<file path="src/hw/rtl/sorted_timer_queue_top_macros.svh">
// Assertion macros shared by the sorted timer queue RTL.
// Uses the clk and rst_n names of the including module.
`ifndef SORTED_TIMER_QUEUE_TOP_MACROS_SVH
`define SORTED_TIMER_QUEUE_TOP_MACROS_SVH

// Condition holds at every clock edge out of reset.
`define STQ_ASSERT_ALWAYS(lbl, cond, msg) \
  lbl: assert property (@(posedge clk) disable iff (!rst_n) (cond)) else $error(msg);

// Consequent holds in the same cycle as the antecedent.
`define STQ_ASSERT_IMPL(lbl, ante, cons, msg) \
  lbl: assert property (@(posedge clk) disable iff (!rst_n) (ante) |-> (cons)) \
    else $error(msg);

// Consequent holds in the cycle after the antecedent.
`define STQ_ASSERT_NEXT(lbl, ante, cons, msg) \
  lbl: assert property (@(posedge clk) disable iff (!rst_n) (ante) |=> (cons)) \
    else $error(msg);

`endif

</file>
<file path="src/hw/rtl/stq_pkg.sv">
// Types and constants of the sorted timer queue.
// No dependencies; used by the cell, the chain and the top level.
`timescale 1ns / 1ps
package stq_pkg;

  localparam int unsigned CFG_W     = 31;
  localparam int unsigned CFG_IDX_W = 1;

  localparam logic [CFG_IDX_W-1:0] CFG_MAX_DELAY = 1'b0;
  localparam logic [CFG_IDX_W-1:0] CFG_MIN_DELAY = 1'b1;

  localparam logic [CFG_W-1:0] MAX_DELAY_RST = 31'd6000000;
  localparam logic [CFG_W-1:0] MIN_DELAY_RST = 31'd5;

  localparam logic OP_SCHEDULE = 1'b0;
  localparam logic OP_FIRE     = 1'b1;

  typedef enum logic [1:0] {
    STAT_OK    = 2'd0,
    STAT_FULL  = 2'd1,
    STAT_EMPTY = 2'd2
  } stat_t;

  typedef struct packed {
    logic [7:0]       id;
    logic [31:0]      fire_time;
    logic [CFG_W-1:0] period;
    logic             rep;
  } entry_t;

  typedef enum logic [1:0] {
    CELL_HOLD,
    CELL_INSERT,
    CELL_POP
  } cell_op_t;

  typedef struct packed {
    cell_op_t op;
    entry_t   ins;
  } cell_ctrl_t;

  typedef enum logic [2:0] {
    SEQ_IDLE,
    SEQ_DECIDE,
    SEQ_CLAMP,
    SEQ_SUM,
    SEQ_INSERT,
    SEQ_DONE
  } seq_state_t;

endpackage

</file>
<file path="src/hw/rtl/stq_in_if.sv">
// Input channel of the sorted timer queue: valid/ready plus one request.
// No dependencies.
`timescale 1ns / 1ps
interface stq_in_if;
  logic               valid;
  logic               ready;
  logic               op;
  logic [7:0]         task_id;
  logic signed [31:0] delay;
  logic               repeating;
  logic signed [31:0] now;

  modport source (output valid, op, task_id, delay, repeating, now, input ready);
  modport sink (input valid, op, task_id, delay, repeating, now, output ready);
endinterface

</file>
<file path="src/hw/rtl/stq_out_if.sv">
// Result channel of the sorted timer queue: valid/ready plus one result.
// No dependencies; DEPTH sets the width of the occupancy field.
`timescale 1ns / 1ps
interface stq_out_if #(
  parameter int unsigned DEPTH = 16
);
  localparam int unsigned CNT_W = $clog2(DEPTH + 1);

  logic               valid;
  logic               ready;
  logic [1:0]         status;
  logic               fired_valid;
  logic [7:0]         fired_task;
  logic               event_request;
  logic signed [31:0] next_fire_time;
  logic [CNT_W-1:0]   entries_used;

  modport source (output valid, status, fired_valid, fired_task, event_request,
                  next_fire_time, entries_used, input ready);
  modport sink (input valid, status, fired_valid, fired_task, event_request,
                next_fire_time, entries_used, output ready);
endinterface

</file>
<file path="src/hw/rtl/stq_cell.sv">
// One slot of the sorted chain: holds an entry, takes from a neighbor.
// Depends on stq_pkg.
`timescale 1ns / 1ps
module stq_cell
  import stq_pkg::*;
(
  input  logic       clk,
  input  cell_ctrl_t ctrl,
  input  logic       occ,
  input  logic       prev_keep,
  input  entry_t     left,
  input  entry_t     right,
  output entry_t     ent_r,
  output logic       keep
);

  entry_t ent_nxt;

  // slot stays put on insert when it is used and not later than the new entry
  assign keep = occ && ($signed(ent_r.fire_time) <= $signed(ctrl.ins.fire_time));

  always_comb begin
    unique case (ctrl.op)
      CELL_INSERT: begin
        if (keep) begin
          ent_nxt = ent_r;
        end else if (prev_keep) begin
          ent_nxt = ctrl.ins;
        end else begin
          ent_nxt = left;
        end
      end
      CELL_POP: ent_nxt = right;
      default:  ent_nxt = ent_r;
    endcase
  end

  always_ff @(posedge clk) begin
    ent_r <= ent_nxt;
  end

endmodule

</file>
<file path="src/hw/rtl/stq_chain.sv">
// Row of DEPTH cells kept sorted by fire time, head at slot 0.
// Depends on stq_pkg and stq_cell.
`timescale 1ns / 1ps
module stq_chain
  import stq_pkg::*;
#(
  parameter int unsigned DEPTH = 16,
  localparam int unsigned CNT_W = $clog2(DEPTH + 1)
) (
  input  logic             clk,
  input  cell_ctrl_t       ctrl,
  input  logic [CNT_W-1:0] count,
  output entry_t           head,
  output logic             head_keep
);

  entry_t           ents [DEPTH];
  logic [DEPTH-1:0] keeps;

  for (genvar i = 0; i < DEPTH; i++) begin : g_cell
    entry_t left_ent;
    entry_t right_ent;
    logic   prev_keep;

    if (i == 0) begin : g_first
      assign left_ent  = ctrl.ins;
      assign prev_keep = 1'b1;
    end else begin : g_mid
      assign left_ent  = ents[i-1];
      assign prev_keep = keeps[i-1];
    end

    if (i == DEPTH - 1) begin : g_last
      assign right_ent = ents[i];
    end else begin : g_inner
      assign right_ent = ents[i+1];
    end

    stq_cell u_cell (
      .clk       (clk),
      .ctrl      (ctrl),
      .occ       (count > CNT_W'(i)),
      .prev_keep (prev_keep),
      .left      (left_ent),
      .right     (right_ent),
      .ent_r     (ents[i]),
      .keep      (keeps[i])
    );
  end

  assign head      = ents[0];
  assign head_keep = keeps[0];

endmodule

</file>
<file path="src/hw/rtl/sorted_timer_queue_top.sv">
// Sorted timer queue top level: request sequencer, cell chain, result register.
// Depends on stq_pkg, stq_in_if, stq_out_if, stq_chain and the macro header.
//
// Keeps up to DEPTH timer tasks ordered by absolute fire time in a chain of
// cells; every cell compares its own time with the new one in parallel, so
// an insert or a pop is a single update of the chain. A sequencer steps each
// transaction through decide, clamp, add and insert: a schedule that finds
// room and a fire of a repeating task take all of these steps; any other
// fire (or a rejected request) goes from decide straight to done, which
// waits while the result register holds a result not yet taken on out_chan.
// One transaction is in flight at a time; a finished result may wait in the
// output register while the next request is accepted. Configuration writes
// are taken at any time and are meant to happen only while the queue is idle.
`timescale 1ns / 1ps
`include "sorted_timer_queue_top_macros.svh"
module sorted_timer_queue_top
  import stq_pkg::*;
#(
  parameter int unsigned DEPTH = 16
) (
  input  logic                 clk,
  input  logic                 rst_n,
  stq_in_if.sink               in_chan,
  stq_out_if.source            out_chan,
  input  logic                 cfg_we,
  input  logic [CFG_IDX_W-1:0] cfg_index,
  input  logic [CFG_W-1:0]     cfg_wdata
);

  localparam int unsigned CNT_W = $clog2(DEPTH + 1);

  seq_state_t state_r, state_nxt;
  logic [CNT_W-1:0] count_r;
  logic [CFG_W-1:0] max_delay_r;
  logic [CFG_W-1:0] min_delay_r;

  logic             op_r;
  logic [7:0]       id_r;
  logic [31:0]      delay_r;
  logic             rep_r;
  logic [31:0]      now_r;
  logic [CFG_W-1:0] period_r;
  logic [31:0]      time_r;
  stat_t            status_r;
  logic             fired_valid_r;
  logic [7:0]       fired_id_r;
  logic             event_r;

  logic             out_valid_r;
  stat_t            out_status_r;
  logic             out_fired_valid_r;
  logic [7:0]       out_fired_id_r;
  logic             out_event_r;
  logic [31:0]      out_time_r;
  logic [CNT_W-1:0] out_used_r;

  cell_ctrl_t       ctrl;
  entry_t           head;
  logic             head_keep;
  logic             accept;
  logic             out_free;
  logic             load_out;
  logic             is_full;
  logic             is_empty;
  logic [CFG_W-1:0] clamped;

  stq_chain #(.DEPTH(DEPTH)) u_chain (
    .clk       (clk),
    .ctrl      (ctrl),
    .count     (count_r),
    .head      (head),
    .head_keep (head_keep)
  );

  assign is_full  = (count_r == CNT_W'(DEPTH));
  assign is_empty = (count_r == '0);
  assign out_free = !out_valid_r || out_chan.ready;

  always_comb begin
    if ($signed(delay_r) > $signed({1'b0, max_delay_r})) begin
      clamped = max_delay_r;
    end else if ($signed(delay_r) < $signed({1'b0, min_delay_r})) begin
      clamped = '0;
    end else begin
      clamped = delay_r[CFG_W-1:0];
    end
  end

  // next state
  always_comb begin
    state_nxt = state_r;
    unique case (state_r)
      SEQ_IDLE: begin
        if (in_chan.valid) begin
          state_nxt = SEQ_DECIDE;
        end
      end
      SEQ_DECIDE: begin
        if (op_r == OP_SCHEDULE) begin
          state_nxt = is_full ? SEQ_DONE : SEQ_CLAMP;
        end else if (!is_empty && head.rep) begin
          state_nxt = SEQ_CLAMP;
        end else begin
          state_nxt = SEQ_DONE;
        end
      end
      SEQ_CLAMP:  state_nxt = SEQ_SUM;
      SEQ_SUM:    state_nxt = SEQ_INSERT;
      SEQ_INSERT: state_nxt = SEQ_DONE;
      SEQ_DONE: begin
        if (out_free) begin
          state_nxt = SEQ_IDLE;
        end
      end
      default: state_nxt = SEQ_IDLE;
    endcase
  end

  // outputs of the sequencer
  always_comb begin
    in_chan.ready = (state_r == SEQ_IDLE);
    load_out      = (state_r == SEQ_DONE) && out_free;
    ctrl.ins      = '{id: id_r, fire_time: time_r, period: period_r, rep: rep_r};
    if (state_r == SEQ_INSERT) begin
      ctrl.op = CELL_INSERT;
    end else if ((state_r == SEQ_DECIDE) && (op_r == OP_FIRE) && !is_empty) begin
      ctrl.op = CELL_POP;
    end else begin
      ctrl.op = CELL_HOLD;
    end
  end

  assign accept = in_chan.valid && in_chan.ready;

  always_ff @(posedge clk) begin
    if (!rst_n) begin
      state_r     <= SEQ_IDLE;
      count_r     <= '0;
      out_valid_r <= 1'b0;
      max_delay_r <= MAX_DELAY_RST;
      min_delay_r <= MIN_DELAY_RST;
    end else begin
      state_r <= state_nxt;
      if (cfg_we) begin
        unique case (cfg_index)
          CFG_MAX_DELAY: max_delay_r <= cfg_wdata;
          CFG_MIN_DELAY: min_delay_r <= cfg_wdata;
          default: ;
        endcase
      end
      if (ctrl.op == CELL_POP) begin
        count_r <= count_r - CNT_W'(1);
      end else if (ctrl.op == CELL_INSERT) begin
        count_r <= count_r + CNT_W'(1);
      end
      if (load_out) begin
        out_valid_r <= 1'b1;
      end else if (out_chan.ready) begin
        out_valid_r <= 1'b0;
      end
    end
  end

  always_ff @(posedge clk) begin
    if (accept) begin
      op_r          <= in_chan.op;
      id_r          <= in_chan.task_id;
      delay_r       <= in_chan.delay;
      rep_r         <= in_chan.repeating;
      now_r         <= in_chan.now;
      status_r      <= STAT_OK;
      fired_valid_r <= 1'b0;
      fired_id_r    <= '0;
      event_r       <= 1'b0;
    end
    if (state_r == SEQ_DECIDE) begin
      if (op_r == OP_SCHEDULE) begin
        if (is_full) begin
          status_r <= STAT_FULL;
        end
      end else if (is_empty) begin
        status_r <= STAT_EMPTY;
      end else begin
        fired_valid_r <= 1'b1;
        fired_id_r    <= head.id;
        id_r          <= head.id;
        rep_r         <= head.rep;
        delay_r       <= {1'b0, head.period};
        event_r       <= (count_r > CNT_W'(1));
      end
    end
    if (state_r == SEQ_CLAMP) begin
      period_r <= clamped;
    end
    if (state_r == SEQ_SUM) begin
      time_r <= now_r + {1'b0, period_r};
    end
    if (state_r == SEQ_INSERT) begin
      event_r <= !head_keep;
    end
    if (load_out) begin
      out_status_r      <= status_r;
      out_fired_valid_r <= fired_valid_r;
      out_fired_id_r    <= fired_id_r;
      out_event_r       <= event_r;
      out_time_r        <= is_empty ? '0 : head.fire_time;
      out_used_r        <= count_r;
    end
  end

  assign out_chan.valid          = out_valid_r;
  assign out_chan.status         = out_status_r;
  assign out_chan.fired_valid    = out_fired_valid_r;
  assign out_chan.fired_task     = out_fired_id_r;
  assign out_chan.event_request  = out_event_r;
  assign out_chan.next_fire_time = out_time_r;
  assign out_chan.entries_used   = out_used_r;

  `STQ_ASSERT_ALWAYS(a_count_range, count_r <= CNT_W'(DEPTH), "entry count above depth")
  `STQ_ASSERT_IMPL(a_insert_room, state_r == SEQ_INSERT, !is_full, "insert into full chain")
  `STQ_ASSERT_IMPL(a_fire_ok, out_valid_r && out_fired_valid_r, out_status_r == STAT_OK,
                   "popped task with error status")
  `STQ_ASSERT_IMPL(a_used_match, $rose(out_valid_r), out_used_r == count_r,
                   "reported occupancy differs from count")

endmodule
</file>
<file path="src/flat_wrapper.sv">
// flat-port wrapper written by rule: the top's interface ports become plain ports
module sorted_timer_queue_top_flat import stq_pkg::*;
#(
  parameter int unsigned DEPTH = 16
)
  (clk, rst_n, cfg_we, cfg_index, cfg_wdata, in_chan_valid, in_chan_op, in_chan_task_id, in_chan_delay, in_chan_repeating, in_chan_now, in_chan_ready, out_chan_valid, out_chan_status, out_chan_fired_valid, out_chan_fired_task, out_chan_event_request, out_chan_next_fire_time, out_chan_entries_used, out_chan_ready);
  stq_in_if in_chan_i ();
  stq_out_if #(.DEPTH(DEPTH)) out_chan_i ();
  input  logic clk;
  input  logic rst_n;
  input  logic cfg_we;
  input  logic [CFG_IDX_W-1:0] cfg_index;
  input  logic [CFG_W-1:0] cfg_wdata;
  input wire logic [$bits(in_chan_i.valid)-1:0] in_chan_valid;
  input wire logic [$bits(in_chan_i.op)-1:0] in_chan_op;
  input wire logic [$bits(in_chan_i.task_id)-1:0] in_chan_task_id;
  input wire logic [$bits(in_chan_i.delay)-1:0] in_chan_delay;
  input wire logic [$bits(in_chan_i.repeating)-1:0] in_chan_repeating;
  input wire logic [$bits(in_chan_i.now)-1:0] in_chan_now;
  output wire logic [$bits(in_chan_i.ready)-1:0] in_chan_ready;
  output wire logic [$bits(out_chan_i.valid)-1:0] out_chan_valid;
  output wire logic [$bits(out_chan_i.status)-1:0] out_chan_status;
  output wire logic [$bits(out_chan_i.fired_valid)-1:0] out_chan_fired_valid;
  output wire logic [$bits(out_chan_i.fired_task)-1:0] out_chan_fired_task;
  output wire logic [$bits(out_chan_i.event_request)-1:0] out_chan_event_request;
  output wire logic [$bits(out_chan_i.next_fire_time)-1:0] out_chan_next_fire_time;
  output wire logic [$bits(out_chan_i.entries_used)-1:0] out_chan_entries_used;
  input wire logic [$bits(out_chan_i.ready)-1:0] out_chan_ready;
  assign in_chan_i.valid = in_chan_valid;
  assign in_chan_i.op = in_chan_op;
  assign in_chan_i.task_id = in_chan_task_id;
  assign in_chan_i.delay = in_chan_delay;
  assign in_chan_i.repeating = in_chan_repeating;
  assign in_chan_i.now = in_chan_now;
  assign in_chan_ready = in_chan_i.ready;
  assign out_chan_valid = out_chan_i.valid;
  assign out_chan_status = out_chan_i.status;
  assign out_chan_fired_valid = out_chan_i.fired_valid;
  assign out_chan_fired_task = out_chan_i.fired_task;
  assign out_chan_event_request = out_chan_i.event_request;
  assign out_chan_next_fire_time = out_chan_i.next_fire_time;
  assign out_chan_entries_used = out_chan_i.entries_used;
  assign out_chan_i.ready = out_chan_ready;
  sorted_timer_queue_top #(.DEPTH(DEPTH)) u_core (.clk(clk), .rst_n(rst_n), .in_chan(in_chan_i), .out_chan(out_chan_i), .cfg_we(cfg_we), .cfg_index(cfg_index), .cfg_wdata(cfg_wdata));
endmodule
</file>
<file path="config.mk">
export PLATFORM = sky130hd
export DESIGN_NAME = sorted_timer_queue_top_flat
export DESIGN_NICKNAME = d
export VERILOG_FILES = /design/src/hw/rtl/stq_pkg.sv /design/src/hw/rtl/stq_in_if.sv /design/src/hw/rtl/stq_out_if.sv /design/src/hw/rtl/stq_cell.sv /design/src/hw/rtl/stq_chain.sv /design/src/hw/rtl/sorted_timer_queue_top.sv /design/src/flat_wrapper.sv
export VERILOG_INCLUDE_DIRS = /design/src /design/src/hw/rtl
export SDC_FILE = /design/constraint.sdc
export NUM_CORES = 2
export LEC_CHECK = 0
export BUFFER_PORTS_ARGS = -buffer_cell sky130_fd_sc_hd__clkbuf_2
export CAP_MARGIN = 15
export CORE_MARGIN = 4
export CORE_UTILIZATION = 60
export CTS_CLUSTER_DIAMETER = 30
export DETAILED_ROUTE_END_ITERATION = 6
export PLACE_DENSITY_LB_ADDON = 0.15
export SYNTH_ARGS = -nofsm -noshare
export SYNTH_HDL_FRONTEND = slang
export SYNTH_HIERARCHICAL = 1
export SYNTH_SLANG_ARGS = --single-unit
</file>
<file path="constraint.sdc">
create_clock -name clk -period 8.25 [get_ports clk]
set_clock_uncertainty 0.15 [all_clocks]
set_input_delay 1.65 -clock clk [delete_from_list [all_inputs] [get_ports clk]]
set_output_delay 1.65 -clock clk [all_outputs]
set_load 0.02 [all_outputs]
</file>
==> flow_summary.json <==
{
  "outcome": "finished, final reports clean",
  "cts_sinks": 1421,
  "grtUsageTotal_pct": 30.1,
  "worstPathMaxFanout": 53,
  "p_int_mw": 25.5,
  "drive_gt1_share_pct": 10.6,
  "synth.net_count": 8939,
  "crit_top_cell": "buf_4",
  "avgSynthCellArea_um2": 10.3,
  "die_h_um": 384,
  "maxCapViolations": 0,
  "cts.htree.levels": 5,
  "ys_warn_count": 6,
  "netlist_area_um2": 84700,
  "seq_power_share_pct": 37.5,
  "timing.fmax_mhz": 187,
  "grt_pass1_vias": 66600,
  "relSlewSlack_pct": 22.8,
  "min_path_type": "flop to flop",
  "switchingPower_mw": 13.5,
  "fp.dieW_um": 384,
  "gp_congestion": 0.906,
  "wl_um": 226000,
  "postCtsSetupBuffers": 0,
  "routed_via_density": 6.09,
  "clk_path_buf_depth": 4,
  "worstSetupPathType": "flop to flop",
  "ant_nets": 0,
  "cts_hold_buf": 0,
  "drt-wirelength-per-cell_um": 21.5,
  "final_cell_mix": "1,537 x nand2_1, 1,297 x edfxtp_1, 1,271 x o21ai_0, 1,191 x mux2i_1, 612 x inv_1",
  "antenna_found_initial": 0,
  "path_cells": "inv_1 > ha_1 > nand2_1 > nor2_2 > buf_4 > or2_2 > inv_2 > buf_4 > nor2b_4 > nand3b_1 > o21ba_4 > buf_4",
  "p_sw_share_pct": 34.6,
  "arrival_ns": 5.71,
  "num_io_pins": 162,
  "mostFrequentLayoutCell": "nand2_1",
  "clk_latency_ns": 0.91,
  "critPathRequiredTime_ns": 8.62,
  "port_buffers": 161,
  "die-area_um2": 147000,
  "grt_first_pass_wirelength_um": 356000,
  "cp-end-kind": "flop",
  "fin_area_um2": 98500,
  "path_clk_slew_ns": 0.05,
  "tightest_slew_ns": 1.16,
  "start_kind": "flop",
  "final_cells": 10500,
  "rsz0062_at_grt": "no",
  "cts-root-buf": "clkbuf_16",
  "std_cell_rows": 137,
  "p_total_mw": 39.0,
  "combinationalPowerShare_pct": 28.3,
  "crit_path_max_incr_delay_ns": 0.89,
  "setup_viol": 0,
  "path_buf_inv": 5,
  "cellLeakagePower_nw": 35.3,
  "final_period_minus_worst_setup_slack_ns": 5.34,
  "fill_cells": 10300,
  "dpl_cell_area_um2": 87100,
  "grt_max_degree": 113,
  "area_growth_pct": 16.4,
  "cts_buffers": 346,
  "clkPwrFrac_pct": 34.2,
  "dpl.hpwl_um": 157000,
  "dr_total_vias": 64100,
  "nets": 9111,
  "report.final.slew_viol_count": 0,
  "overflow": 0,
  "drc": 0,
  "post-place-ws_ns": 2.95,
  "dr.pass1.iters": 6,
  "critPathTopFamily": "buffers and inverters",
  "power_density_nw_per_um2": 396,
  "core-area_um2": 140000,
  "setup_tns_ns": 0,
  "start_util_pct": 60.5,
  "cts_resized": 0,
  "cts_tree": "built",
  "syn_inst": 8219,
  "dp_cells": 9917,
  "vdd_drop_max_uv": 259,
  "regToRegSetupSlack_ns": 2.91,
  "hold_viol": 0,
  "fin_crit_sh_pct": 64.7,
  "setup_ws_ns": 2.91,
  "drt-initial-drc-count": 5039,
  "slowest_stage": "nor2b_4"
}
## area by class of cell
| class | instances | area [µm²] | area share [%] |
|---|---|---|---|
| multi-input combinational | 5744 | 39500 | 40.0 |
| tap | 1876 | 2350 | 2.38 |
| clock inverter | 221 | 2400 | 2.44 |
| clock buffer | 393 | 9010 | 9.15 |
| inverter | 620 | 2330 | 2.36 |
| sequential | 1421 | 41400 | 42.0 |
| antenna | 1 | 2.50 | 0.00254 |
| timing repair buffer | 258 | 1550 | 1.58 |
## flip-flops by register name, indices dropped and copies added (netlist names), 31 cells and up
name / flops
u_core/u_chain/g_cell.u_cell/ent_r: 1152
u_core/time_r: 32
u_core/min_delay_r: 31
u_core/delay_r: 32
u_core/period_r: 31
u_core/max_delay_r: 31
u_core/now_r: 32
u_core/out_chan.next_fire_time: 32
## layer usage
metal  track usage [%]  share of wire [%]  vias up  routed length, µm
met5                 0                  0        -                  0
met4              13.3                3.9        0               8830
met3              4.33                5.3      581              11900
met2              53.6                 51     2096             117000
met1              36.4                 39    31400              89100
li1                  -                  -    30100                  -
## power by group through the flow
| stage | clock (mW) | combinational, mW | sequential (mW) |
|---|---|---|---|
| finish | 13.3 | 11.0 | 14.6 |
| global route | 13.9 | 12.3 | 14.9 |
| CTS | 13.5 | 10.9 | 14.6 |
| detailed placement | 0 | 10.8 | 14.7 |
| global placement | 0 | 10.1 | 14.7 |
| floorplan | 0 | 8.04 | 13.8 |
## metrics by stage
step                hold slack, ns  utilization (%)
finish                       0.283             70.4
global route                 0.293             70.4
CTS                          0.281             70.4
detailed placement           0.262             62.3
global placement             0.265             62.3
floorplan                    0.258                -
## final timing paths
check                                           from                                         to  depth (start not counted)
worst max-delay path               u_core/count_r[1]  u_core/u_chain/g_cell[0].u_cell/ent_r[31]                         12
worst min-delay path            u_core/fired_id_r[6]              u_core/out_chan.fired_task[6]                          0
worst max register to register     u_core/count_r[1]  u_core/u_chain/g_cell[0].u_cell/ent_r[31]                         12
worst min register to register  u_core/fired_id_r[6]              u_core/out_chan.fired_task[6]                          0
(Power assumes the default switching activity.)
